$ cat config.mk
export PLATFORM = sky130hd
export DESIGN_NAME = tlmt_ctrl
export DESIGN_NICKNAME = d
export VERILOG_FILES = /design/src/rtl/tlmt_pkg.sv /design/src/rtl/tlmt_ctrl.sv
export SDC_FILE = /design/constraint.sdc
export NUM_CORES = 1
export LEC_CHECK = 0
export BUFFER_PORTS_ARGS = -buffer_cell sky130_fd_sc_hd__buf_4
export CAP_MARGIN = 20
export CORE_MARGIN = 1
export CORE_UTILIZATION = 40
export DETAILED_ROUTE_END_ITERATION = 8
export GPL_ROUTABILITY_DRIVEN = 0
export HOLD_SLACK_MARGIN = 0.02
export PLACE_DENSITY = 0.69
export SLEW_MARGIN = 0
export SYNTH_ARGS = -nofsm -noshare
export SYNTH_HDL_FRONTEND = slang
export SYNTH_SLANG_ARGS = --single-unit
$ cat constraint.sdc
create_clock -name clk -period 3 [get_ports clk]
set_clock_uncertainty 0.2 [all_clocks]
set_input_delay 0.9 -clock clk [delete_from_list [all_inputs] [get_ports clk]]
set_output_delay 0.9 -clock clk [all_outputs]
set_load 0.01 [all_outputs]
$ cat src/rtl/tlmt_pkg.sv
package tlmt_pkg;

  localparam int TRIE_ENTRIES = 4096;
  localparam int TRIE_AW      = $clog2(TRIE_ENTRIES);
  localparam int TABLE_BYTES  = 4096;
  localparam int TABLE_AW     = $clog2(TABLE_BYTES);
  localparam int TEXT_BYTES   = 256;
  localparam int TEXT_AW      = $clog2(TEXT_BYTES);
  localparam int TLEN_W       = TEXT_AW + 1;
  localparam int PIECE_BYTES  = 32;
  localparam int CNT_W        = $clog2(PIECE_BYTES + 1);

  localparam int OPC_W   = 3;
  localparam int ADDR_W  = 12;
  localparam int BASE_W  = 14;
  localparam int CHECK_W = 13;
  localparam int BYTE_W  = 8;
  localparam int IDX_W   = 13;
  localparam int LEN_W   = 14;
  localparam int TADDR_W = 15;
  localparam int ADV_W   = 11;
  localparam int NODE_W  = BASE_W + CHECK_W;

  localparam logic [CHECK_W-1:0] UNUSED_CHECK = '1;

  typedef enum logic [OPC_W-1:0] {
    OPC_NODE    = 3'd0,
    OPC_TABLE   = 3'd1,
    OPC_APPEND  = 3'd2,
    OPC_CONVERT = 3'd3,
    OPC_CLEAR   = 3'd4
  } opcode_t;

  typedef enum logic [1:0] {
    ERR_NONE   = 2'd0,
    ERR_RANGE  = 2'd1,
    ERR_TRUNC  = 2'd2,
    ERR_REWIND = 2'd3
  } err_t;

  typedef enum logic [4:0] {
    ST_CLEAR,
    ST_IDLE,
    ST_ROOT_RD,
    ST_ROOT,
    ST_TERM_RD,
    ST_TERM,
    ST_CHILD,
    ST_DECIDE,
    ST_SCAN_RD,
    ST_SCAN,
    ST_REW_RD,
    ST_REW,
    ST_LEAD_RD,
    ST_LEAD,
    ST_EMIT_RD,
    ST_EMIT_LD,
    ST_STATUS,
    ST_EMIT_OUT
  } state_t;

  typedef enum logic [4:0] {
    OP_NONE,
    OP_CLEAR,
    OP_ACCEPT,
    OP_ROOT_RD,
    OP_ROOT,
    OP_TERM_RD,
    OP_TERM,
    OP_CHILD,
    OP_DECIDE,
    OP_SCAN_RD,
    OP_SCAN,
    OP_REW_RD,
    OP_REW,
    OP_LEAD_RD,
    OP_LEAD,
    OP_EMIT_RD,
    OP_EMIT_LD,
    OP_STATUS_LD,
    OP_EMIT_ACK
  } dp_op_t;

  typedef struct packed {
    logic rp_done;
    logic b_bad;
    logic at_end;
    logic p_bad;
    logic child_ok;
    logic match_found;
    logic scan_more;
    logic len_zero;
    logic out_last;
    logic clear_done;
  } dp_status_t;

  typedef struct packed {
    logic [CHECK_W-1:0]       check;
    logic signed [BASE_W-1:0] base;
  } node_t;

endpackage

$ cat src/rtl/tlmt_ctrl.sv
module tlmt_ctrl (
  input  logic                             clk,
  input  logic                             rst_n,
  input  logic                             in_valid,
  input  logic [tlmt_pkg::OPC_W-1:0]       in_opcode,
  input  logic                             out_stall,
  input  tlmt_pkg::dp_status_t             status,
  output tlmt_pkg::dp_op_t                 op,
  output logic                             in_stall,
  output logic                             out_valid
);

  tlmt_pkg::state_t state_r;
  tlmt_pkg::state_t state_nxt;

  always_ff @(posedge clk) begin
    if (!rst_n) begin
      state_r <= tlmt_pkg::ST_CLEAR;
    end else begin
      state_r <= state_nxt;
    end
  end

  always_comb begin
    state_nxt = state_r;
    case (state_r)
      tlmt_pkg::ST_CLEAR: begin
        if (status.clear_done) state_nxt = tlmt_pkg::ST_IDLE;
      end
      tlmt_pkg::ST_IDLE: begin
        if (in_valid && (in_opcode == tlmt_pkg::OPC_CONVERT)) begin
          state_nxt = status.rp_done ? tlmt_pkg::ST_STATUS : tlmt_pkg::ST_ROOT_RD;
        end
      end
      tlmt_pkg::ST_ROOT_RD: state_nxt = tlmt_pkg::ST_ROOT;
      tlmt_pkg::ST_ROOT:    state_nxt = tlmt_pkg::ST_TERM_RD;
      tlmt_pkg::ST_TERM_RD: begin
        state_nxt = status.b_bad ? tlmt_pkg::ST_DECIDE : tlmt_pkg::ST_TERM;
      end
      tlmt_pkg::ST_TERM: begin
        if (status.at_end || status.p_bad) state_nxt = tlmt_pkg::ST_DECIDE;
        else state_nxt = tlmt_pkg::ST_CHILD;
      end
      tlmt_pkg::ST_CHILD: begin
        state_nxt = status.child_ok ? tlmt_pkg::ST_TERM_RD : tlmt_pkg::ST_DECIDE;
      end
      tlmt_pkg::ST_DECIDE: begin
        state_nxt = status.match_found ? tlmt_pkg::ST_SCAN_RD : tlmt_pkg::ST_LEAD_RD;
      end
      tlmt_pkg::ST_SCAN_RD: state_nxt = tlmt_pkg::ST_SCAN;
      tlmt_pkg::ST_SCAN: begin
        state_nxt = status.scan_more ? tlmt_pkg::ST_SCAN_RD : tlmt_pkg::ST_REW_RD;
      end
      tlmt_pkg::ST_REW_RD:  state_nxt = tlmt_pkg::ST_REW;
      tlmt_pkg::ST_REW: begin
        state_nxt = status.len_zero ? tlmt_pkg::ST_STATUS : tlmt_pkg::ST_EMIT_RD;
      end
      tlmt_pkg::ST_LEAD_RD: state_nxt = tlmt_pkg::ST_LEAD;
      tlmt_pkg::ST_LEAD:    state_nxt = tlmt_pkg::ST_EMIT_RD;
      tlmt_pkg::ST_EMIT_RD: state_nxt = tlmt_pkg::ST_EMIT_LD;
      tlmt_pkg::ST_EMIT_LD: state_nxt = tlmt_pkg::ST_EMIT_OUT;
      tlmt_pkg::ST_STATUS:  state_nxt = tlmt_pkg::ST_EMIT_OUT;
      tlmt_pkg::ST_EMIT_OUT: begin
        if (!out_stall) begin
          state_nxt = status.out_last ? tlmt_pkg::ST_IDLE : tlmt_pkg::ST_EMIT_RD;
        end
      end
      default: state_nxt = tlmt_pkg::ST_IDLE;
    endcase
  end

  always_comb begin
    op        = tlmt_pkg::OP_NONE;
    in_stall  = 1'b1;
    out_valid = 1'b0;
    case (state_r)
      tlmt_pkg::ST_CLEAR: op = tlmt_pkg::OP_CLEAR;
      tlmt_pkg::ST_IDLE: begin
        in_stall = 1'b0;
        if (in_valid) op = tlmt_pkg::OP_ACCEPT;
      end
      tlmt_pkg::ST_ROOT_RD: op = tlmt_pkg::OP_ROOT_RD;
      tlmt_pkg::ST_ROOT:    op = tlmt_pkg::OP_ROOT;
      tlmt_pkg::ST_TERM_RD: op = tlmt_pkg::OP_TERM_RD;
      tlmt_pkg::ST_TERM:    op = tlmt_pkg::OP_TERM;
      tlmt_pkg::ST_CHILD:   op = tlmt_pkg::OP_CHILD;
      tlmt_pkg::ST_DECIDE:  op = tlmt_pkg::OP_DECIDE;
      tlmt_pkg::ST_SCAN_RD: op = tlmt_pkg::OP_SCAN_RD;
      tlmt_pkg::ST_SCAN:    op = tlmt_pkg::OP_SCAN;
      tlmt_pkg::ST_REW_RD:  op = tlmt_pkg::OP_REW_RD;
      tlmt_pkg::ST_REW:     op = tlmt_pkg::OP_REW;
      tlmt_pkg::ST_LEAD_RD: op = tlmt_pkg::OP_LEAD_RD;
      tlmt_pkg::ST_LEAD:    op = tlmt_pkg::OP_LEAD;
      tlmt_pkg::ST_EMIT_RD: op = tlmt_pkg::OP_EMIT_RD;
      tlmt_pkg::ST_EMIT_LD: op = tlmt_pkg::OP_EMIT_LD;
      tlmt_pkg::ST_STATUS:  op = tlmt_pkg::OP_STATUS_LD;
      tlmt_pkg::ST_EMIT_OUT: begin
        out_valid = 1'b1;
        if (!out_stall) op = tlmt_pkg::OP_EMIT_ACK;
      end
      default: op = tlmt_pkg::OP_NONE;
    endcase
  end

endmodule

After elaboration in Yosys (flattened, before gate mapping)
Index checks and enable logic that the tools add are counted.
- bits in registers: 5
- bits of input ports: 17
- output and inout bits: 7
- logic and storage cells: 44
- equal/unequal tests: 21
- multiplexer cells: 17
- reduce and logical (&&, ||, !) cells: 5
- operator list (operator ; number):
    5-bit one-hot mux with 18 select lines ; 1
    5-bit one-hot mux with 17 select lines ; 1
    5-bit by 4-bit == test with 1-bit output, second input constant ; 8
    5-bit two-way mux ; 6
    5-bit by 3-bit == test with 1-bit output, second input constant ; 4
    5-bit by 2-bit == test with 1-bit output, second input constant ; 2
    5-bit == test, second input constant ; 2
    2-bit two-way mux ; 4
    2-bit inequality test, second input constant ; 3
    5-bit by 1-bit == test with 1-bit output, second input constant ; 1
    5-bit logical NOT ; 1
    4-bit two-way mux ; 1
    3-bit by 2-bit == test with 1-bit output, second input constant ; 1
    1-bit two-way mux ; 3
    3-bit two-way mux ; 1
    3-bit AND reduction ; 1
    2-bit OR reduction ; 1
    1-bit logical AND ; 1
    1-bit logical OR ; 1

Depth between registers and ports, before layout
Gate-level depths: netlist of run 1.
- depth after elaboration: 4
- depth in mapped cells: 6
- mapped depth without buffers: 4

Worst setup path before layout of run 1
OpenSTA, ideal clock, no wires.
- path type: input to output
- start: in out_stall
- end: out op[1]
- arrival: 1387 ps
- required time: 1900 ps
- setup slack: 513 ps
- stages: 4
- buffers on the path: 0
- cell sequence: nor3_1 nor2_1 nor3_1 a21o_1
- longest elaborated chain between the ends: 2
- RTL lines (element ; line ; text):
    start: declaration ; tlmt_ctrl.sv:6 ; input logic out_stall,
    5-bit two-way mux ; tlmt_ctrl.sv:99 ; if (!out_stall) op = tlmt_pkg::OP_EMIT_ACK;
    5-bit one-hot mux with 18 select lines ; tlmt_ctrl.sv:76 ; case (state_r)
    end: declaration ; tlmt_ctrl.sv:8 ; output tlmt_pkg::dp_op_t op,
Every way passes these cells.

Worst setup path after layout of run 1
Ends and elaborated chain as after synthesis.

==> results of run 1 <==
logic make-up (layout without fill, tap and decap cells):
logic type / after synthesis / after routing / synth area share
xor gates and xnor gates: 1 / 1 / 0.0160
AOI/OAI and AO/OA: 29 / 29 / 0.370
muxes: 1 / 1 / 0.0183
and+or+nand+nor: 36 / 36 / 0.329
DFF: 5 / 5 / 0.183
buffers and inverters: 12 / 33 / 0.0844
layout by cell type (no fill, tap or decap), types with 4 or more instances in the layout:
cell type,instances
dfxtp_1,5
a21oi_1,6
or3_1,4
o21ai_0,6
buf_4,25
nor3_1,5
nor2_1,8
nand2_1,8
inv_1,4
metrics by stage:
stage	instance area, µm²	worst slack, ns
after floorplan	548	0.513
after global placement	722	0.300
after detailed placement	722	0.296
after CTS	748	0.292
after global routing	748	0.166
final	748	0.300
synthesized netlist by cell type (2+ instances only):
cell type and count:
a21o_1 2, o21ai_0 6, nor2_1 8, a311oi_1 2
a21oi_1 6, inv_1 4, nor3_1 5, nand3_1 3
o21a_1 2, dfxtp_1 5, a211oi_1 3, or3_1 4
nand2b_1 3, nand2_1 8, clkbuf_1 6, o31a_1 2
metal layers:
metal  wire (µm)  GRT usage
met5           0          0
met4          21     0.0862
met3          93     0.0578
met2         715      0.446
met1         692      0.264
final cells by class:
class / count / area, µm²
Timing Repair Buffer: 25 / 188
Inverter: 4 / 15.0
Multi-Input combinational cell: 67 / 402
Clock buffer: 4 / 26.3
Tap cell: 14 / 17.5
Sequential cell: 5 / 100
Fill cell: 121 / 438
worst max-delay path: cells and delay by family:
family | cells | cell delay (ns)
AND/OR/NAND/NOR | 3 | 0.35
buffers and inverters | 2 | 0.23
AO/OA/AOI/OAI | 1 | 0.13
power groups by stage:
| stage | registers, mW | clock network [mW] | logic, mW |
|---|---|---|---|
| 2_1_floorplan | 0.0707 | 0 | 0.0320 |
| 3_3_place_gp | 0.0735 | 0 | 0.0593 |
| 3_5_place_dp | 0.0734 | 0 | 0.0598 |
| 4_1_cts | 0.0721 | 0.0852 | 0.0600 |
| 5_1_grt | 0.0726 | 0.0895 | 0.0666 |
| 6_report | 0.0723 | 0.0822 | 0.0598 |
worst paths after layout:
kind / start / slack [ns] / endpoint
worst min register to register: state_r[4]$_SDFFE_PN0P_ / 0.52 / state_r[3]$_SDFFE_PN0P_
worst max register to register: state_r[2]$_SDFFE_PN0P_ / 0.99 / state_r[2]$_SDFFE_PN0P_
worst min-delay path: state_r[4]$_SDFFE_PN0P_ / 0.52 / state_r[3]$_SDFFE_PN0P_
worst max-delay path: out_stall / 0.30 / op[1]
==> impl_metrics.yaml, run 1 <==
status:
  status: "complete, no violations"
clock_network:
  clk_pin_slew_ns: 0.05
  htree_levels: 1
  clock_path_buffers: 2
  cts-buffers-inserted: 3
  cts_setup_buffers: 0
  cts.sinks: 5
  cts_root_buf: "clkbuf_4"
  tritoncts: "done"
  cts_hold_repair.buffers: 0
  cts-resized-gates: 0
  clk-insertion-delay-late_ns: 0.25
drt:
  drc: 0
  drtAntennaViolNets: 0
  vias_per_cell: 5.67
  wirelength_um: 1520
  first_pass_iters: 4
  vias: 675
  wire_per_inst_um: 12.8
  drt_iter0_drc: 13
pwr:
  p_int_mw: 0.151
  p_leak_nw: 0.324
  p_sw_frac: 0.293
  switching_power_mw: 0.0628
  clock_power_share: 0.383
  p_seq_frac: 0.337
  combPwrFrac: 0.279
  p_per_area_nw_per_um2: 286
  total_power_mw: 0.214
  peakVddDrop_mv: 0.233
logic_synthesis:
  synth_cell_types: 31
  async_reset_ff_frac: 0
  synth_area_leaders: "dfxtp_1 (18%), a21oi_1 (5.5%), o21ai_0 (5.5%), nand2_1 (5.5%), nor2_1 (5.5%)"
  ys_seq_area_frac: 0.183
  syn-num-nets: 101
  synth.avg_cell_area_um2: 6.52
  ys.flop_type: "dfxtp_1"
  yosysWarnings: 0
  yosysTopAreaCell: "dfxtp_1"
  netlist_instances: 84
  yosys_register_bits: 5
  synthesis.area_um2: 548
  synth_top_area_share: 0.183
  synth_edf_count: 0
finish:
  top_regs: "state_r: 5 flops"
  drive_gt1_frac: 0.276
  regMostFlops: "state_r"
  diodes: 0
  area_growth_pct: 36.5
  largest_reg_flops: 5
  final_cells: 119
  utilization: 0.631
  fin_nets: 123
grt:
  grt_max_degree: 17
  grt_overflow: 0
  grt_use_total: 0.243
  grt_pass1_wl_um: 2440
  antenna_found_initial: 0
  grt_pass1_vias: 584
timing:
  fmax_ghz: 0.370
  setup_viol: 0
  rsz0062_at_grt: "no"
  slew_headroom: 0.578
  final_max_slew_viol_count: 0
  tightest_slew_ns: 0.625
  holdWs_ns: 0.520
  finalHoldViolCount: 0
  period_needed_ns: 2.70
  fin_setup_tns_ns: 0
  period_share: 0.900
die:
  die_y_um: 39.0
  io_pins: 24
  core_um2: 1190
  num_rows: 12
  start_util: 0.462
  die_w_um: 39.0
  die_area_um2: 1520
hold_path:
  hold_depth: 2
  hp-class: "reg -> reg"
critical_path:
  path_cells: "buf_4, nor3_1, nor2_1, nor3_1, a21o_1, buf_4"
  path_max_fanout: 4
  crit_path_start_kind: "primary input"
  crit_type: "in -> out"
  cp.arrival_ns: 1.60
  max_stage_delay_ns: 0.16
  setup.worst_path.end_class: "output port"
  critPathRequiredTime_ns: 1.90
  reg2regPathDepth: 4
  critPathSlowestCell: "nor3_1"
placed_design:
  place_inst: 115
  hpwl_um: 1150
  io_buffers: 23
run:
  cap_violations: 0
No activity file was read; power rests on OpenSTA's default activity.
==> inputs of run 2 (changes only) <==
--- a/config.mk
+++ b/config.mk
@@ -5,6 +5,7 @@
 export SDC_FILE = /design/constraint.sdc
 export NUM_CORES = 1
 export LEC_CHECK = 0
+export ABC_AREA = 1
 export BUFFER_PORTS_ARGS = -buffer_cell sky130_fd_sc_hd__buf_4
 export CAP_MARGIN = 20
 export CORE_MARGIN = 1
@@ -12,7 +13,7 @@
 export DETAILED_ROUTE_END_ITERATION = 8
 export GPL_ROUTABILITY_DRIVEN = 0
 export HOLD_SLACK_MARGIN = 0.02
-export PLACE_DENSITY = 0.69
+export PLACE_DENSITY = 0.66
 export SLEW_MARGIN = 0
 export SYNTH_ARGS = -nofsm -noshare
 export SYNTH_HDL_FRONTEND = slang
==> run 2 against run 1 <==
  * Routed wire length up 13%
  * Clock power decreased by 6.8%
  * Flip-flop and latch count did not move
  * Critical endpoint unchanged
  * Register-to-register slack improved by 0.38 ns
  * Total power increased by 63%
  * Worst hold slack gained 0.047 ns
  * Combinational power grew to 3.2 times the previous value
  * Final area grew 27%
  * Synthesized area rose by 31%
  * Critical path type is now reg -> out
  * Global-route usage shrank 4.6 points
  * Synthesized cell count increased by 50%
==> impl_metrics.yaml, run 2 <==
status:
  status: "complete, no violations"
clock_network:
  clock_path_buffers: 2
  clk_pin_slew_ns: 0.04
  cts-resized-gates: 0
  cts_root_buf: "clkbuf_4"
  cts_hold_repair.buffers: 0
  cts.sinks: 5
  tritoncts: "done"
  cts_setup_buffers: 0
  clk-insertion-delay-late_ns: 0.24
  cts-buffers-inserted: 3
  htree_levels: 1
die:
  die_w_um: 44.4
  core_um2: 1590
  die_area_um2: 1970
  io_pins: 24
  die_y_um: 44.4
  num_rows: 14
  start_util: 0.451
finish:
  fin_nets: 171
  layout_commonest_cell: "nand2_1"
  regMostFlops: "state_r"
  final_area_um2: 947
  layout_common_cells: "nand2_1 (33), nor2_1 (23), buf_4 (23)"
  top_regs: "state_r: 5 flops"
  area_growth_pct: 31.9
  drive_gt1_frac: 0.359
  diodes: 0
  largest_reg_flops: 5
critical_path:
  crit_type: "reg -> out"
  setup.worst_path.end_class: "output port"
  crit_path_start_kind: "flop"
  path_max_fanout: 6
  critPathRequiredTime_ns: 1.90
  cp.arrival_ns: 1.63
logic_synthesis:
  yosys_register_bits: 5
  synth.most_common_cell: "nand2_1"
  synth_top_area_share: 0.172
  synth_top_family_by_area: "simple AND/OR/NAND/NOR gates"
  yosysTopAreaCell: "nand2_1"
  synth_edf_count: 0
  synth_compound_area_frac: 0.0401
  ys_seq_area_frac: 0.139
  synth.avg_cell_area_um2: 5.70
  yosysWarnings: 0
  synthesis.area_um2: 718
  netlist_instances: 126
  synth_cell_types: 21
  synth.mux.area_fraction: 0
  synthAdderAreaFrac: 0
  synth_commonest_cells: "nand2_1 (33), nor2_1 (23), inv_1 (15)"
  synth-simple-area-share: 0.718
  syn-num-nets: 143
  synth_xor_area_frac: 0
  synth_area_leaders: "nand2_1 (17%), dfxtp_1 (14%), nor2_1 (12%), inv_1 (7.8%), nand3_1 (7.7%)"
  async_reset_ff_frac: 0
  ys.flop_type: "dfxtp_1"
drt:
  wirelength_um: 1720
  drtAntennaViolNets: 0
  wire_per_inst_um: 9.69
  first_pass_iters: 4
  drc: 0
  vias: 855
  drt_iter0_drc: 20
  vias_per_cell: 4.83
placed_design:
  postPlaceCellArea_um2: 921
  hpwl_um: 1470
  io_buffers: 23
timing:
  period_share: 0.909
  tightest_slew_ns: 0.335
  finalHoldViolCount: 0
  period_needed_ns: 2.73
  holdWs_ns: 0.568
  setup_viol: 0
  final_max_slew_viol_count: 0
  fmax_ghz: 0.367
  rsz0062_at_grt: "no"
  fin_setup_tns_ns: 0
  slew_headroom: 0.776
run:
  cap_violations: 0
pwr:
  total_power_mw: 0.349
  p_leak_nw: 0.499
  p_per_area_nw_per_um2: 368
  peakVddDrop_mv: 0.225
grt:
  grt_pass1_vias: 737
  grt_pass1_wl_um: 2900
  grt_use_total: 0.197
  antenna_found_initial: 0
  grt_max_degree: 8
  grt_overflow: 0
hold_path:
  hp-class: "reg -> reg"
==> run 2: critical path: stages, from the launching register on <==
cell	delay (ns)
dfxtp_1	0.48
inv_2	0.14
nand2_4	0.13
nor2_1	0.06
nor3_1	0.28
nand4_1	0.13
buf_4	0.16
==> run 2: power by group <==
part           leakage (nW)  internal, mW  switching, mW
Sequential           0.0407        0.0728        0.00816
Combinational         0.443        0.0811          0.110
Clock                0.0150        0.0502         0.0264
Total                 0.499         0.204          0.145
==> run 2: kinds of logic (layout without fill, tap and decap cells) <==
| kind of cell | after synthesis | in the layout |
|---|---|---|
| buffers and inverters | 19 | 46 |
| flip-flops | 5 | 5 |
| AND/OR/NAND/NOR | 97 | 97 |
| AO/OA/AOI/OAI | 5 | 5 |
==> run 2: layout make-up <==
type | instances | area, µm²
fillers | 173 | 647
multi-input cells | 102 | 544
repair buffers | 23 | 173
flip-flops and latches | 5 | 100
inverters | 19 | 73.8
well taps | 24 | 30.0
clock buffers | 4 | 26.3
==> run 2: final timing paths <==
kind              cells past startpoint  slack, ns                     from                 endpoint
setup / recovery                      6       0.27  state_r[4]$_SDFFE_PN0P_                    op[1]
hold / removal                        4       0.57  state_r[4]$_SDFFE_PN0P_  state_r[4]$_SDFFE_PN0P_
setup reg to reg                      7       1.37  state_r[4]$_SDFFE_PN0P_  state_r[1]$_SDFFE_PN0P_
hold reg to reg                       4       0.57  state_r[4]$_SDFFE_PN0P_  state_r[4]$_SDFFE_PN0P_
==> run 2: per-stage QoR <==
| stage | utilization | worst slack, ns | cells |
|---|---|---|---|
| 2_1_floorplan | - | 0.711 | 126 |
| 3_5_place_dp | 0.578 | 0.500 | 173 |
| 3_3_place_gp | 0.578 | 0.496 | 173 |
| 6_report | 0.594 | 0.274 | 177 |
| 4_1_cts | 0.594 | 0.293 | 177 |
| 5_1_grt | 0.594 | 0.161 | 177 |
==> run 2: routing by layer <==
metal	vias up	routed length, µm	share of wire	GRT usage
met5	-	0	0	0
met4	0	9	0.0052	0.0364
met3	2	93	0.054	0.0367
met2	30	830	0.48	0.353
met1	377	782	0.46	0.244
li1	446	-	-	-
